==> src/hdl/ddgps_pkg.sv <==
`timescale 1ns / 1ps

package ddgps_pkg;

    // Field widths
    localparam int PosW   = 14;
    localparam int HeadW  = 10;
    localparam int DW     = 15;   // position difference
    localparam int AbsW   = 14;   // magnitude of a difference
    localparam int SqW    = 28;
    localparam int D2W    = 30;   // squared distance and root work registers
    localparam int CW     = 34;   // CORDIC x / y
    localparam int AW     = 25;   // CORDIC angle, degrees Q16
    localparam int NW     = 34;   // speed numerator
    localparam int SpeedW = 8;
    localparam int InDataW  = 72;
    localparam int OutDataW = 16;

    localparam int SigDepthDefault = 256;
    localparam int CordicSteps     = 16;
    localparam int SqrtSteps       = 15;

    localparam logic [6:0]  CruiseReset = 7'd70;
    localparam logic [16:0] OffsetQ16   = 17'd19661;   // 0.3 in Q16
    localparam logic [14:0] Recip90     = 15'd23301;   // floor(2^21 / 90)

    // Squared distance thresholds (100, 50, 30, 20 and 5 inches)
    localparam logic [D2W-1:0] D2Band100 = 30'd40960000;
    localparam logic [D2W-1:0] D2Band50  = 30'd10240000;
    localparam logic [D2W-1:0] D2Band30  = 30'd3686400;
    localparam logic [D2W-1:0] D2Band20  = 30'd1638400;
    localparam logic [D2W-1:0] D2Near    = 30'd102400;

    // Turn gains, numerators over 90
    localparam logic [4:0] GainFar   = 5'd17;
    localparam logic [4:0] Gain100   = 5'd19;
    localparam logic [4:0] Gain50    = 5'd21;
    localparam logic [4:0] Gain30    = 5'd23;
    localparam logic [4:0] GainClose = 5'd25;
    localparam logic [4:0] GainNear  = 5'd9;

    // atan(2^-i) in degrees Q16
    localparam logic [22:0] ATAN_Q16 [CordicSteps] = '{
        23'd2949120, 23'd1740967, 23'd919879, 23'd466945,
        23'd234379,  23'd117304,  23'd58666,  23'd29335,
        23'd14668,   23'd7334,    23'd3667,   23'd1833,
        23'd917,     23'd458,     23'd229,    23'd115
    };

    // One transaction inside the CORDIC / square root stages
    typedef struct packed {
        logic signed [CW-1:0]    x;
        logic signed [CW-1:0]    y;
        logic signed [AW-1:0]    a;
        logic [D2W-1:0]          rem;
        logic [D2W-1:0]          root;
        logic [D2W-1:0]          d2;
        logic signed [HeadW-1:0] heading;
        logic                    dx_neg;
        logic                    dy_neg;
        logic                    at_origin;
        logic                    force_a;
        logic [6:0]              forced_deg;
    } iter_t;

    // Sigmoid entry i in Q16, built at elaboration
    function automatic logic [16:0] sig_entry(input int idx);
        logic [63:0] e;
        logic [63:0] den;
        logic [63:0] rem;
        logic [46:0] q;
        e = 64'd1 << 30;
        for (int k = 0; k < idx; k++) begin
            e = (e * 64'd1024571606 + (64'd1 << 29)) >> 30;
        end
        den = (64'd1 << 30) + e;
        rem = '0;
        q   = '0;
        // long division of 2^46 by den
        for (int b = 46; b >= 0; b--) begin
            rem = {rem[62:0], (b == 46)};
            if (rem >= den) begin
                rem  = rem - den;
                q[b] = 1'b1;
            end
        end
        return q[16:0];
    endfunction

endpackage

==> src/hdl/ddgps_speed.sv <==
`timescale 1ns / 1ps

// Wheel speed: truncating divide by 90 * 65536, saturate, turn-only select
module ddgps_speed
    import ddgps_pkg::*;
(
    input  logic                     aclk,
    input  logic                     en,
    input  logic signed [NW-1:0]     num,
    input  logic                     turn,
    input  logic signed [SpeedW-1:0] turn_v,
    output logic signed [SpeedW-1:0] speed
);

    localparam int UW = NW - 16;
    localparam int PW = UW + 15;

    logic [NW-1:0]     mag;
    logic [UW-1:0]     u_next;
    logic [UW-1:0]     u_reg;
    logic [PW-1:0]     prod_reg;
    logic              neg_reg;
    logic              turn_reg;
    logic signed [SpeedW-1:0] turn_v_reg;
    logic [UW-1:0]     q0;
    logic [UW-1:0]     q0x90;
    logic [UW-1:0]     r;
    logic [UW-1:0]     qv;
    logic [6:0]        sat;

    // stage A: magnitude, drop Q16, reciprocal multiply
    assign mag    = num[NW-1] ? NW'(-num) : NW'(num);
    assign u_next = mag[NW-1:16];

    always_ff @(posedge aclk) begin
        if (en) begin
            u_reg      <= u_next;
            prod_reg   <= PW'(u_next) * PW'(Recip90);
            neg_reg    <= num[NW-1];
            turn_reg   <= turn;
            turn_v_reg <= turn_v;
        end
    end

    // stage B: one correction step, saturate, restore sign
    assign q0    = UW'(prod_reg >> 21);
    assign q0x90 = (q0 << 6) + (q0 << 4) + (q0 << 3) + (q0 << 1);
    assign r     = u_reg - q0x90;
    assign qv    = (r >= UW'(90)) ? q0 + UW'(1) : q0;
    assign sat   = (qv > UW'(127)) ? 7'd127 : qv[6:0];

    always_comb begin
        if (turn_reg) begin
            speed = turn_v_reg;
        end else if (neg_reg) begin
            speed = -signed'({1'b0, sat});
        end else begin
            speed = signed'({1'b0, sat});
        end
    end

endmodule

==> config.mk <==
export PLATFORM = sky130hd
export DESIGN_NAME = ddgps_speed
export DESIGN_NICKNAME = d
export VERILOG_FILES = /design/src/hdl/ddgps_pkg.sv /design/src/hdl/ddgps_speed.sv
export SDC_FILE = /design/constraint.sdc
export NUM_CORES = 1
export LEC_CHECK = 0
export ABC_AREA = 1
export BUFFER_PORTS_ARGS = -buffer_cell sky130_fd_sc_hd__buf_2
export CAP_MARGIN = 30
export CORE_ASPECT_RATIO = 1.5
export CORE_MARGIN = 5
export CORE_UTILIZATION = 35
export DETAILED_ROUTE_END_ITERATION = 7
export PLACE_DENSITY = 0.62
export SLEW_MARGIN = 20
export SYNTH_ARGS = -nofsm -noshare
export SYNTH_HDL_FRONTEND = slang
export SYNTH_SLANG_ARGS = --single-unit
==> constraint.sdc <==
create_clock -name aclk -period 8 [get_ports aclk]
set_input_delay 0.8 -clock aclk [delete_from_list [all_inputs] [get_ports aclk]]
set_output_delay 0.8 -clock aclk [all_outputs]
set_load 0.02 [all_outputs]
==> out/results.txt <==
Status: finished clean
RSZ-0062 raised after global routing: no
Grt met1 use: 0.1546
Setup Fix Bufs, Post-CTS: 0
Cell family with most CP delay: adder cells
Die Height: 198.3 um
Synth area leaders: ha_1, fa_1, edfxtp_1, inv_1, nand2_1
Max reg flops: 18
Worst setup SP type: primary input
Synth Instances: 971
Hold Path Class: in -> reg
Layout Nets: 1326
# fillers: 2469
Placed wire-length estimate: 17.26 mm
CTS max path bufs: 2
Post-synth EDFFs: 40
Met2 Use GR: 0.2971
Setup TNS Final: 0 ns
First-pass GRT wire length: 31.55 mm
Max Fclk: 0.1378 GHz
Final worst path period need: 7.257 ns
Initial core utilization: 0.3521
Largest net degree at the start of global routing: 41
Gpl congestion: 0.9034
Register area share after synthesis: 0.1453
Crit path buffers/inverters: 1
Area leader, netlist: ha_1
Vias/cell: 4.679
Port Buffers: 52
Critical path's slowest cell: fa_1
Post-DRT Antenna Nets: 0
Syn Nets: 1266
Gr busiest metal: met2
Hold_buf cts: 0
Synth Cell Area: 0.008269 mm2
Share of the synthesized area in the top cell type: 0.2360
Share of cells above drive strength 1: 0.09690
Max Cap Violations: 0
Count leader, synth: inv_1
Synth-to-layout area growth: 9.941%
TritonCTS clock tree: yes
CP Max Fanout: 4
Crit-path most repeated cell: nand2_1
Cts repair resizes: 0
Count of final hold-check violations: 0
YS warnings: 0
Ys flop type: edfxtp_1
FP Rows: 69
Core area: 0.02348 mm2
Final WL: 19.14 mm
CP arrival: 7.28 ns
Worst-Margin Slew: 0.8333 ns
Root Driver: clkbuf_16
CP Class: in -> reg
Worst setup EP type: flip-flop
I/O pin count: 53
# diodes: 0
Vias in the first global route: 6592
Final setup viols: 0
Syn avg cell area: 8.516 um2
Global-route track usage on met3: 0.005338
Relative slew slack: 0.4445
#FFs+latches synth: 40
Die area: 0.02686 mm2
CTS clk-pin slew, worst paths: 0.06 ns
Wire length per cell: 14.17 um
Req. time, crit path: 8.02 ns
Max Slew Vio Count: 0
Initial antenna violation count: 0
Commonest cells post-synth: inv_1, nand2_1, ha_1
Clock sinks: 40
Async SR Flop Fraction: 0
Detailed Route Iter0 Violations: 265
Yosys cell types: 41
Gr ovfl total: 0
Final worst path period share: 0.9072
Die W: 135.5 um
H-tree levels: 2
DR vias: 6321
Crit path largest cell delay: 0.53 ns
Overall Global Routing Usage: 0.1466
Total CTS buffers: 5
Router iterations before antenna repair: 5
DR DRC count: 0
[cell usage in the layout, fill, tap and decap left out, types with 3 or more instances in the layout]
| master | netlist | routed |
|---|---|---|
| o21bai_1 | 3 | 3 |
| nand3_2 | 4 | 4 |
| ha_1 | 156 | 156 |
| nor4_1 | 3 | 3 |
| a21oi_2 | 3 | 4 |
| buf_2 | 0 | 52 |
| o21ai_1 | 5 | 5 |
| buf_4 | 0 | 5 |
| nand3_1 | 40 | 40 |
| nor2_4 | 5 | 5 |
| nor2_2 | 4 | 4 |
| edfxtp_1 | 40 | 40 |
| fa_1 | 94 | 94 |
| nand2_1 | 161 | 161 |
| nand4_1 | 12 | 12 |
| o21ai_0 | 24 | 24 |
| xor2_1 | 37 | 37 |
| xnor2_1 | 11 | 11 |
| inv_1 | 232 | 232 |
| clkbuf_16 | 0 | 5 |
| nand2_2 | 8 | 8 |
| inv_2 | 4 | 4 |
| nor2_1 | 52 | 52 |
| nor3_1 | 5 | 5 |
| a21oi_1 | 42 | 41 |
[metal layers]
layer,wire length (um),part of all wire
met3,321,0.017
met1,7061,0.37
met2,10990,0.57
met4,769,0.040
met5,0,0
[worst paths after layout]
path	start	end	depth (start not counted)
setup / recovery	num[0]	prod_reg[29]	31
hold / removal	turn	turn_reg	1
[cell families after synthesis]
family,after synthesis,synth area share
and+or+nand+nor,304,0.1711
adders and majority gates,250,0.4636
buffers and inverters,241,0.1103
AOI/OAI and AO/OA,88,0.05886
xor gates and xnor gates,48,0.05084
DFF,40,0.1453
[metrics by stage]
stage | hold slack [ns] | cells | cell area [um2] | util | setup slack (ns)
after detailed placement | 0.9784 | 1343 | 8944 | 0.3809 | 0.3639
after global routing | 0.6826 | 1351 | 9091 | 0.3871 | 0.1145
after floorplan | 0.8989 | 971 | 8269 | - | 1.135
final | 0.6906 | 1351 | 9091 | 0.3871 | 0.7425
after global placement | 0.9773 | 1343 | 8944 | 0.3809 | 0.4711
after CTS | 0.6840 | 1351 | 9087 | 0.3870 | 0.6667
[final cells by class]
cell class / count / area [um2] / area share
sequential: 40 / 1201 / 0.1321
clock buffer: 5 / 125.1 / 0.01376
clock inverter: 3 / 18.77 / 0.002064
inverter: 237 / 889.6 / 0.09785
timing repair buffer: 57 / 297.8 / 0.03276
tap: 319 / 399.1 / 0.04390
multi-input combinational: 690 / 6160 / 0.6775
Power is not shown: default switching activity piles up to over one toggle a cycle in this logic, so the estimate is an artifact.
