### src/hdl/ddgps_pkg.sv
`timescale 1ns / 1ps

package ddgps_pkg;

    // Field widths
    localparam int PosW   = 14;
    localparam int HeadW  = 10;
    localparam int DW     = 15;   // position difference
    localparam int AbsW   = 14;   // magnitude of a difference
    localparam int SqW    = 28;
    localparam int D2W    = 30;   // squared distance and root work registers
    localparam int CW     = 34;   // CORDIC x / y
    localparam int AW     = 25;   // CORDIC angle, degrees Q16
    localparam int NW     = 34;   // speed numerator
    localparam int SpeedW = 8;
    localparam int InDataW  = 72;
    localparam int OutDataW = 16;

    localparam int SigDepthDefault = 256;
    localparam int CordicSteps     = 16;
    localparam int SqrtSteps       = 15;

    localparam logic [6:0]  CruiseReset = 7'd70;
    localparam logic [16:0] OffsetQ16   = 17'd19661;   // 0.3 in Q16
    localparam logic [14:0] Recip90     = 15'd23301;   // floor(2^21 / 90)

    // Squared distance thresholds (100, 50, 30, 20 and 5 inches)
    localparam logic [D2W-1:0] D2Band100 = 30'd40960000;
    localparam logic [D2W-1:0] D2Band50  = 30'd10240000;
    localparam logic [D2W-1:0] D2Band30  = 30'd3686400;
    localparam logic [D2W-1:0] D2Band20  = 30'd1638400;
    localparam logic [D2W-1:0] D2Near    = 30'd102400;

    // Turn gains, numerators over 90
    localparam logic [4:0] GainFar   = 5'd17;
    localparam logic [4:0] Gain100   = 5'd19;
    localparam logic [4:0] Gain50    = 5'd21;
    localparam logic [4:0] Gain30    = 5'd23;
    localparam logic [4:0] GainClose = 5'd25;
    localparam logic [4:0] GainNear  = 5'd9;

    // atan(2^-i) in degrees Q16
    localparam logic [22:0] ATAN_Q16 [CordicSteps] = '{
        23'd2949120, 23'd1740967, 23'd919879, 23'd466945,
        23'd234379,  23'd117304,  23'd58666,  23'd29335,
        23'd14668,   23'd7334,    23'd3667,   23'd1833,
        23'd917,     23'd458,     23'd229,    23'd115
    };

    // One transaction inside the CORDIC / square root stages
    typedef struct packed {
        logic signed [CW-1:0]    x;
        logic signed [CW-1:0]    y;
        logic signed [AW-1:0]    a;
        logic [D2W-1:0]          rem;
        logic [D2W-1:0]          root;
        logic [D2W-1:0]          d2;
        logic signed [HeadW-1:0] heading;
        logic                    dx_neg;
        logic                    dy_neg;
        logic                    at_origin;
        logic                    force_a;
        logic [6:0]              forced_deg;
    } iter_t;

    // Sigmoid entry i in Q16, built at elaboration
    function automatic logic [16:0] sig_entry(input int idx);
        logic [63:0] e;
        logic [63:0] den;
        logic [63:0] rem;
        logic [46:0] q;
        e = 64'd1 << 30;
        for (int k = 0; k < idx; k++) begin
            e = (e * 64'd1024571606 + (64'd1 << 29)) >> 30;
        end
        den = (64'd1 << 30) + e;
        rem = '0;
        q   = '0;
        // long division of 2^46 by den
        for (int b = 46; b >= 0; b--) begin
            rem = {rem[62:0], (b == 46)};
            if (rem >= den) begin
                rem  = rem - den;
                q[b] = 1'b1;
            end
        end
        return q[16:0];
    endfunction

endpackage

### src/hdl/ddgps_iter.sv
`timescale 1ns / 1ps

// One CORDIC vectoring step and, in the first SqrtSteps stages, one square root digit, registered
module ddgps_iter
    import ddgps_pkg::*;
#(
    parameter int STEP = 0
) (
    input  logic  aclk,
    input  logic  en,
    input  iter_t d,
    output iter_t q
);

    localparam bit DoSqrt = (STEP < SqrtSteps);
    localparam int BitPos = DoSqrt ? 2 * (SqrtSteps - 1 - STEP) : 0;
    localparam logic [D2W-1:0] BitV = D2W'(1) << BitPos;

    logic signed [AW-1:0] atan_v;
    logic signed [CW-1:0] sh_x;
    logic signed [CW-1:0] sh_y;
    logic [D2W-1:0]       trial;
    iter_t                nxt;

    assign atan_v = signed'(AW'(ATAN_Q16[STEP]));
    assign sh_x   = d.x >>> STEP;
    assign sh_y   = d.y >>> STEP;
    assign trial  = d.root + BitV;

    always_comb begin
        nxt = d;
        // rotate toward y = 0
        if (d.y > 0) begin
            nxt.x = d.x + sh_y;
            nxt.y = d.y - sh_x;
            nxt.a = d.a + atan_v;
        end else begin
            nxt.x = d.x - sh_y;
            nxt.y = d.y + sh_x;
            nxt.a = d.a - atan_v;
        end
        // integer square root digit
        if (DoSqrt) begin
            if (d.rem >= trial) begin
                nxt.rem  = d.rem - trial;
                nxt.root = (d.root >> 1) + BitV;
            end else begin
                nxt.root = d.root >> 1;
            end
        end
    end

    always_ff @(posedge aclk) begin
        if (en) begin
            q <= nxt;
        end
    end

endmodule

### config.mk
export PLATFORM = sky130hd
export DESIGN_NAME = ddgps_iter
export DESIGN_NICKNAME = d
export VERILOG_FILES = /design/src/hdl/ddgps_pkg.sv /design/src/hdl/ddgps_iter.sv
export SDC_FILE = /design/constraint.sdc
export NUM_CORES = 1
export LEC_CHECK = 0
export BUFFER_PORTS_ARGS = -buffer_cell sky130_fd_sc_hd__buf_2
export CAP_MARGIN = 40
export CORE_MARGIN = 2
export CORE_UTILIZATION = 58
export DETAILED_ROUTE_END_ITERATION = 8
export GPL_TIMING_DRIVEN = 1
export MAX_ROUTING_LAYER = met4
export PLACE_DENSITY = 0.95
export SLEW_MARGIN = 25
export SYNTH_ARGS = -nofsm -noshare
export SYNTH_HDL_FRONTEND = slang
export SYNTH_SLANG_ARGS = --single-unit
### constraint.sdc
create_clock -name aclk -period 7 [get_ports aclk]
set_input_delay 1.05 -clock aclk [delete_from_list [all_inputs] [get_ports aclk]]
set_output_delay 1.05 -clock aclk [all_outputs]
set_load 0.01 [all_outputs]
==> results of run 1 <==
routing by layer:
metal	vias up	GRT usage
met5	-	-
met4	0	0.1573
met3	149	0.07610
met2	922	0.6236
met1	6497	0.4986
li1	6183	-
layout by cell type, fill, tap and decap left out, types with 10 or more instances in the layout:
cell         n
o21bai_1    31
inv_1      138
nor4_1      17
xnor2_1     78
mux2i_1     15
a21oi_1    183
nand2_1     66
a21o_1      37
xor2_1      22
nor2_1     142
nand4_1     29
ha_1       136
o21ai_0     81
a211oi_1    13
clkbuf_16   23
edfxtp_1   203
o31ai_1     10
o211ai_1    12
buf_2      408
nor3_1      25
nor2b_1     18
nand2b_1    13
nand3_1     22
diode_2     12
a31oi_1     11
through the flow:
| step | area [µm²] | cells | util |
|---|---|---|---|
| 2_1_floorplan | 14470 | 1487 | - |
| 3_3_place_gp | 16680 | 2164 | 0.6839 |
| 3_5_place_dp | 16730 | 2167 | 0.6860 |
| 4_1_cts | 17440 | 2208 | 0.7149 |
| 5_1_grt | 17490 | 2219 | 0.7171 |
| 6_report | 17500 | 2221 | 0.7173 |
power groups by stage:
stage	combinational (mW)	sequential, mW	clock [mW]
3_5_place_dp	1.18	1.60	0
2_1_floorplan	0.626	1.68	0
5_1_grt	1.30	1.59	1.21
3_3_place_gp	1.15	1.60	0
4_1_cts	1.19	1.58	1.17
6_report	1.22	1.58	1.16
final cells by class:
cell class / count / area [µm²]
antenna: 12 / 30.03
sequential: 203 / 6096
timing repair buffer: 417 / 2165
inverter: 142 / 533.0
clock buffer: 27 / 590.6
tap: 324 / 405.4
fill: 1852 / 6895
multi-input combinational: 1082 / 7561
clock inverter: 14 / 115.1
kinds of logic after synthesis:
family	synth area share
fa+ha+maj	0.1246
simple gates	0.1198
mux	0.01713
compound gates	0.2006
buf+inv	0.05596
xor+xnor	0.06055
flops	0.4214
path summary, 6_finish.rpt:
check               from      to  slack, ps  cells after the start
setup / recovery  d[146]  q[135]       2740                     14
hold / removal     d[26]   q[26]        690                      1
critical path, delay by kind of cell:
family / cells / cell delay [ps]
AO/OA/AOI/OAI: 4 / 590
buffers and inverters: 5 / 1270
AND/OR/NAND/NOR: 3 / 980
adder cells (fa/ha/maj): 1 / 440
XOR/XNOR: 1 / 100
==> results.toml, run 1 <==
[detailed_routing]
dr.pass1.iters = 9
drt_iter0_drc = 2164
route.detailed.drc = 0
route.met2.wl_um = 24510
vias_per_cell = 6.191
vias = 13751
finalWirelength_um = 52230
met1_length_um = 19640
met3_length_um = 5437
ant_nets = 0
avgRoutedWirePerCell_um = 23.52
highest_layer = "met4"

[finish]
area_delta_synth_final_pct = 20.95
regMostFlops = "q"
largestRegisters = "q (203)"
largest_reg_flops = 203
nets = 2216
final_layout_size_suffix_gt1_frac = 0.2568

[synthesis]
syn-num-nets = 1834
avgSynthCellArea_um2 = 9.728
synth_cell_types = 79
yosys.area.top_type = "edfxtp_1"
syn_inst = 1487
yosys_most_used_dff = "edfxtp_1"
syn-cell-area_mm2 = 0.01447
synth-edff-count = 203
synth_top_area_share = 0.4214
synth_common_cells = "edfxtp_1, a21oi_1, nor2_1"
synth_warnings = 0
ys_seq_area_frac = 0.4214
synth_area_leaders = "edfxtp_1, ha_1, a21oi_1, xnor2_1, nor2_1"
synth-seq-cells = 203
async_flop_share = 0
synth_most_common_cell = "edfxtp_1"

[timing]
slew_violations = 0
hold_viol_final = 0
worstMarginPinSlew_ps = 885.6
rsz0062_at_grt = "false"
tns_ps = 0
worst_slack_ps = 2741
finalSetupViolations = 0
max_clock_freq_mhz = 234.8
finalCriticalPeriod_ps = 4259
maxSlewHeadroom = 0.4096
period_share = 0.6084
holdWs_ps = 690.5

[clock_network]
htree_levels = 1
cts_setup_buffers = 0
cts.clk_slew.worst_paths_ps = 70
clock_sinks = 203
cts_root_buffer = "clkbuf_16"
hold_buffers = 0
clockBufferDepth = 3
cts_inserted_buffers = 23
cts_resized = 0
cts_tree = "built"

[worst_setup_path]
cp_cell_sequence = "buf_2 -> nor4_1 -> nand4_1 -> nor2_1 -> a21o_2 -> buf_4 -> inv_2 -> buf_4 -> ha_1 -> inv_1 -> o21bai_1 -> a21o_1 -> a21oi_1 -> xnor2_1"
cp_common_cell = "buf_4"
critPathSlowestCell = "buf_4"
cp-end-kind = "flip-flop"
crit_type = "in2reg"
critPathMaxStageDelay_ps = 520
cp_max_fo = 72
cp.arrival_ps = 4530
crit_required_ps = 7270
start_kind = "primary input"

[hold_path]
hold_class = "in2reg"

[floorplanning]
die-height_um = 161.9
start_util = 0.5931
rows = 57
die-area_mm2 = 0.02622
ioPinCount = 410
core_mm2 = 0.02439
fp.dieW_um = 161.9

[global_route]
grt_max_degree = 96
antenna_found_initial = 11
grt_pass1_wl_um = 76030
grt_pass1_vias = 12710
grt_overflow = 0
grt_use_total = 0.3927

[pwr]
switching_share = 0.3366
power_switching_mw = 1.335
power_density_mw_per_mm2 = 226.7
clkPwrFrac = 0.293
share_comb_of_total_power = 0.309
pwr-share-seq = 0.399
vdd_drop_max_uv = 194.5
p_total_mw = 3.967
power.leakage_nw = 7.845
power.internal_mw = 2.632

[placement]
gp_congestion = 0.9876
portBuffers = 409
place_ws_ps = 2337
hpwl_um = 40820

[outcome]
status = "complete, no violations"

[run]
cap_violations = 0
(Power assumes the default switching activity.)
==> run 2, diff against run 1 <==
CORE_UTILIZATION = 48   (was 58)
PLACE_DENSITY = 0.85   (was 0.95)
clock period = 3.7 ns   (was 7 ns; I/O delays follow)
==> run 2 against run 1 <==
Sequential share of layout area is 0.84 points lower; first-iteration DRC count is 39% lower; global-route usage is 8.4 points lower; core utilization shrank 11 points; sequential power increased by 89%; die area grew 20%; critical path depth decreased by 1; cell count rose by 4.8%; count of clock-buffer cells in the layout down 5; combinational power up 92%; design area is 2.5% higher; critical endpoint unchanged; largest power group unchanged.
==> results.toml, run 2 (synthesized netlist as in run 1, its figures left out) <==
[floorplanning]
core_mm2 = 0.02964
die-area_mm2 = 0.03154
start_util = 0.4881
rows = 63
fp.dieW_um = 177.6
die-height_um = 177.6
ioPinCount = 410

[finish]
final_cells = 2327
fin_area_mm2 = 0.01793
fin_util = 0.6049
nets = 2263
largestRegisters = "q (203)"
largest_reg_flops = 203
area_delta_synth_final_pct = 23.95
final_cell_mix = "buf_2, edfxtp_1, a21oi_1"
final_layout_size_suffix_gt1_frac = 0.2781
final_common_cell = "buf_2"
fillers = 2477
regMostFlops = "q"

[detailed_routing]
drt_iter0_drc = 1329
dr.pass1.iters = 5
vias = 13503
avgRoutedWirePerCell_um = 21.10
finalWirelength_um = 49100
vias_per_cell = 5.803
ant_nets = 0
route.detailed.drc = 0

[worst_setup_path]
crit_type = "in2reg"
crit_path_start = "d[168]"
cp-end-kind = "flip-flop"
cp_max_fo = 72
cp.arrival_ps = 3560
crit_required_ps = 3950
start_kind = "primary input"

[placement]
portBuffers = 409
gp_congestion = 0.9867
hpwl_um = 38780
dp.cells = 2282
place_ws_ps = -194.5
place_area_mm2 = 0.01719

[timing]
maxSlewHeadroom = 0.4239
worst_slack_ps = 393.9
finalSetupViolations = 0
worstMarginPinSlew_ps = 864.1
finalCriticalPeriod_ps = 3306
slew_violations = 0
holdWs_ps = 212.1
hold_viol_final = 0
period_share = 0.8935
max_clock_freq_mhz = 302.5
rsz0062_at_grt = "false"

[clock_network]
clockBufferDepth = 3
htree_levels = 1
cts_tree = "built"
clock_sinks = 203
cts.clk_slew.worst_paths_ps = 70
hold_buffers = 0
cts_setup_buffers = 0
cts_inserted_buffers = 22
cts_root_buffer = "clkbuf_16"
cts_resized = 0

[global_route]
grt_use_total = 0.3085
grt_pass1_vias = 12823
grt_overflow = 0
antenna_found_initial = 4
grt_max_degree = 110
grt_pass1_wl_um = 73100

[hold_path]
min_path_cells = 1
hold_class = "in2reg"
hp-start = "d[112]"

[pwr]
vdd_drop_max_uv = 308.8
power_density_mw_per_mm2 = 421.0
power.leakage_nw = 8.086

[outcome]
status = "complete, no violations"

[run]
cap_violations = 0
## run 2: cell types whose count changed in the layout (fill, tap and decap cells not counted), sizes merged
cell and delta:
inv -1, bufinv +1, diode -6, clkbuf -5
buf +48, clkinv +3
## run 2: final timing paths
kind / endpoint / slack, ps
min: q[112] / 210
max: q[135] / 390
## run 2: power by group
part	total [mW]	internal, mW	switching [mW]
sequential	2.98	2.89	0.0849
clock	2.23	1.25	0.984
combinational	2.34	0.912	1.42
## run 2: critical path, stage by stage
cell and delay (ps):
buf_2 170, nor4_1 500, nand4_1 290, nor2_1 170
a21o_1 300, inv_2 110, buf_4 380, ha_1 430
inv_1 80, o21bai_1 100, a21o_1 190, a21oi_1 170
xnor2_1 100
## run 2: per-layer routing
metal | share of wire | global-route usage | vias to the layer above
met5 | 0 | - | -
met4 | 0.037 | 0.1226 | 0
met3 | 0.081 | 0.04584 | 101
met2 | 0.48 | 0.4989 | 706
met1 | 0.40 | 0.3900 | 6443
li1 | - | - | 6253
## run 2: final cells by class
type                       instances  area [µm²]  area share
sequential                       203        6096      0.3400
timing repair buffer             465        2514      0.1402
inverter                         142       533.0     0.02973
tap                              390       488.0     0.02722
clock inverter                    17       173.9    0.009700
clock buffer                      22       550.5     0.03070
antenna                            6       15.01   0.0008374
multi-input combinational       1082        7560      0.4216
## run 2: per-stage QoR
step           power, mW  setup TNS (ps)
3_5_place_dp       5.306          -308.9
5_1_grt            7.882               0
4_1_cts            7.553               0
6_report           7.548               0
2_1_floorplan      4.355               0
3_3_place_gp       5.274          -342.2
==> run 3, diff against run 2 <==
CORE_UTILIZATION = 30   (was 48)
PLACE_DENSITY = 0.61   (was 0.85)
==> run 3 against run 2 <==
Worst setup slack better by 16 ps; core utilization decreased by 21 points; critical path depth rose by 4; count of clock-buffer cells in the layout up 7; via count decreased by 1.4%; largest power group unchanged; sequential power about the same.
==> results.toml, run 3 (synthesized netlist as in run 1, its figures left out) <==
[outcome]
status = "complete, no violations"

[detailed_routing]
finalWirelength_um = 53920
drt_iter0_drc = 1007
vias_per_cell = 5.107
ant_nets = 0
avgRoutedWirePerCell_um = 20.67
vias = 13320
route.detailed.drc = 0
dr.pass1.iters = 5

[global_route]
grt_max_degree = 81
grt_pass1_wl_um = 79240
grt_use_total = 0.2129
antenna_found_initial = 3
grt_pass1_vias = 13218
grt_overflow = 0

[finish]
multi_input_area_mm2 = 0.007561
nets = 2318
fillers = 4834
largestRegisters = "q (203)"
area_delta_synth_final_pct = 29.63
final_layout_size_suffix_gt1_frac = 0.2980
largest_reg_flops = 203
fin_area_mm2 = 0.01875
final_cell_mix = "buf_2, edfxtp_1, a21oi_1"
fin_util = 0.3936
final_common_cell = "buf_2"
regArea_mm2 = 0.006096
regMostFlops = "q"

[timing]
max_clock_freq_mhz = 303.9
period_share = 0.8893
finalSetupViolations = 0
finalCriticalPeriod_ps = 3291
slew_violations = 0
hold_viol_final = 0
maxSlewHeadroom = 0.4772
rsz0062_at_grt = "false"
worstMarginPinSlew_ps = 784.3

[floorplanning]
die-height_um = 223.6
rows = 80
core_mm2 = 0.04765
ioPinCount = 410
start_util = 0.3036
fp.dieW_um = 223.6
die-area_mm2 = 0.04999

[clock_network]
cts_resized = 0
cts_setup_buffers = 0
clockBufferDepth = 3
htree_levels = 1
cts_inserted_buffers = 26
cts_root_buffer = "clkbuf_16"
cts.clk_slew.worst_paths_ps = 60
cts_tree = "built"
hold_buffers = 0
clock_sinks = 203

[worst_setup_path]
crit_type = "in2reg"
cp.arrival_ps = 3610
crit_path_start = "d[146]"
cp_cell_sequence = "buf_2 -> nor4_1 -> buf_4 -> nand4_1 -> buf_4 -> nor2_1 -> a21o_2 -> inv_2 -> fa_1 -> inv_1 -> a21oi_1 -> o21ai_0 -> a21oi_1 -> o21bai_1 -> a21o_1 -> a21oi_1 -> xnor2_1"
crit_required_ps = 4020
cp_max_fo = 5
cp_common_cell = "a21oi_1"
start_kind = "primary input"
cp-end-kind = "flip-flop"
critPathTopFamily = "compound AO/OA/AOI/OAI gates"
critPathMaxStageDelay_ps = 520
critPathSlowestCell = "nor4_1"
worst-path-buf-inv = 5

[pwr]
power.leakage_nw = 8.388
vdd_drop_max_uv = 288.7
power.internal_mw = 5.389
switching_share = 0.3280
share_comb_of_total_power = 0.302
power_density_mw_per_mm2 = 427.6
power_switching_mw = 2.630
pwr-share-seq = 0.373
p_total_mw = 8.019
clkPwrFrac = 0.325

[hold_path]
hp-start = "d[45]"
min_path_cells = 1
min_to = "q[45]"
hold_class = "in2reg"

[run]
cap_violations = 0

[placement]
gp_congestion = 0.9543
place_area_mm2 = 0.01787
hpwl_um = 43250
portBuffers = 409
run 3: changes by cell type in the layout (fill, tap and decap cells not counted), sizes merged:
cell,before,now
buf,464,514
clkbuf,23,31
clkinv,14,8
clkinvlp,2,5
diode,6,3
inv,141,144
bufinv,2,3
run 3: per-layer routing:
layer	GRT usage	routed length, µm	part of all wire
met5	-	0	0
met4	0.07140	1763	0.033
met3	0.03987	3806	0.071
met2	0.3662	26270	0.49
met1	0.2502	22080	0.41
run 3: cell type report:
cell class	instances	area share
diodes	3	0.0004003
repair buffers	516	0.1556
well taps	615	0.04104
clock buffers	29	0.03530
flip-flops and latches	203	0.3251
multi-input cells	1082	0.4032
clock inverters	18	0.01094
inverters	142	0.02842
run 3: how the worst max path moves through the flow:
stage | cells after the start | to | slack, ps
global route | 17 | q[135] | 50
CTS | 17 | q[135] | 200
global placement | 17 | q[135] | -510
finish | 17 | q[135] | 410
detailed placement | 17 | q[135] | -410
floorplan | 14 | q[134] | 360
run 3: stage by stage:
stage	worst slack, ps	hold slack (ps)	cells	setup TNS [ps]
after detailed placement	-413.5	733.6	2557	-1216
after floorplan	358.7	653.9	1487	0
after CTS	199.9	118.5	2604	0
final	409.5	162.2	2608	0
after global placement	-508.1	732.1	2557	-2357
after global routing	53.64	124.6	2608	0
run 3: power by group through the flow:
stage	Combinational (mW)	Sequential, mW	Clock [mW]
3_5_place_dp	2.40	3.05	0
5_1_grt	2.62	3.02	2.76
4_1_cts	2.41	3.00	2.70
2_1_floorplan	1.18	3.17	0
6_report	2.42	2.99	2.60
3_3_place_gp	2.39	3.04	0
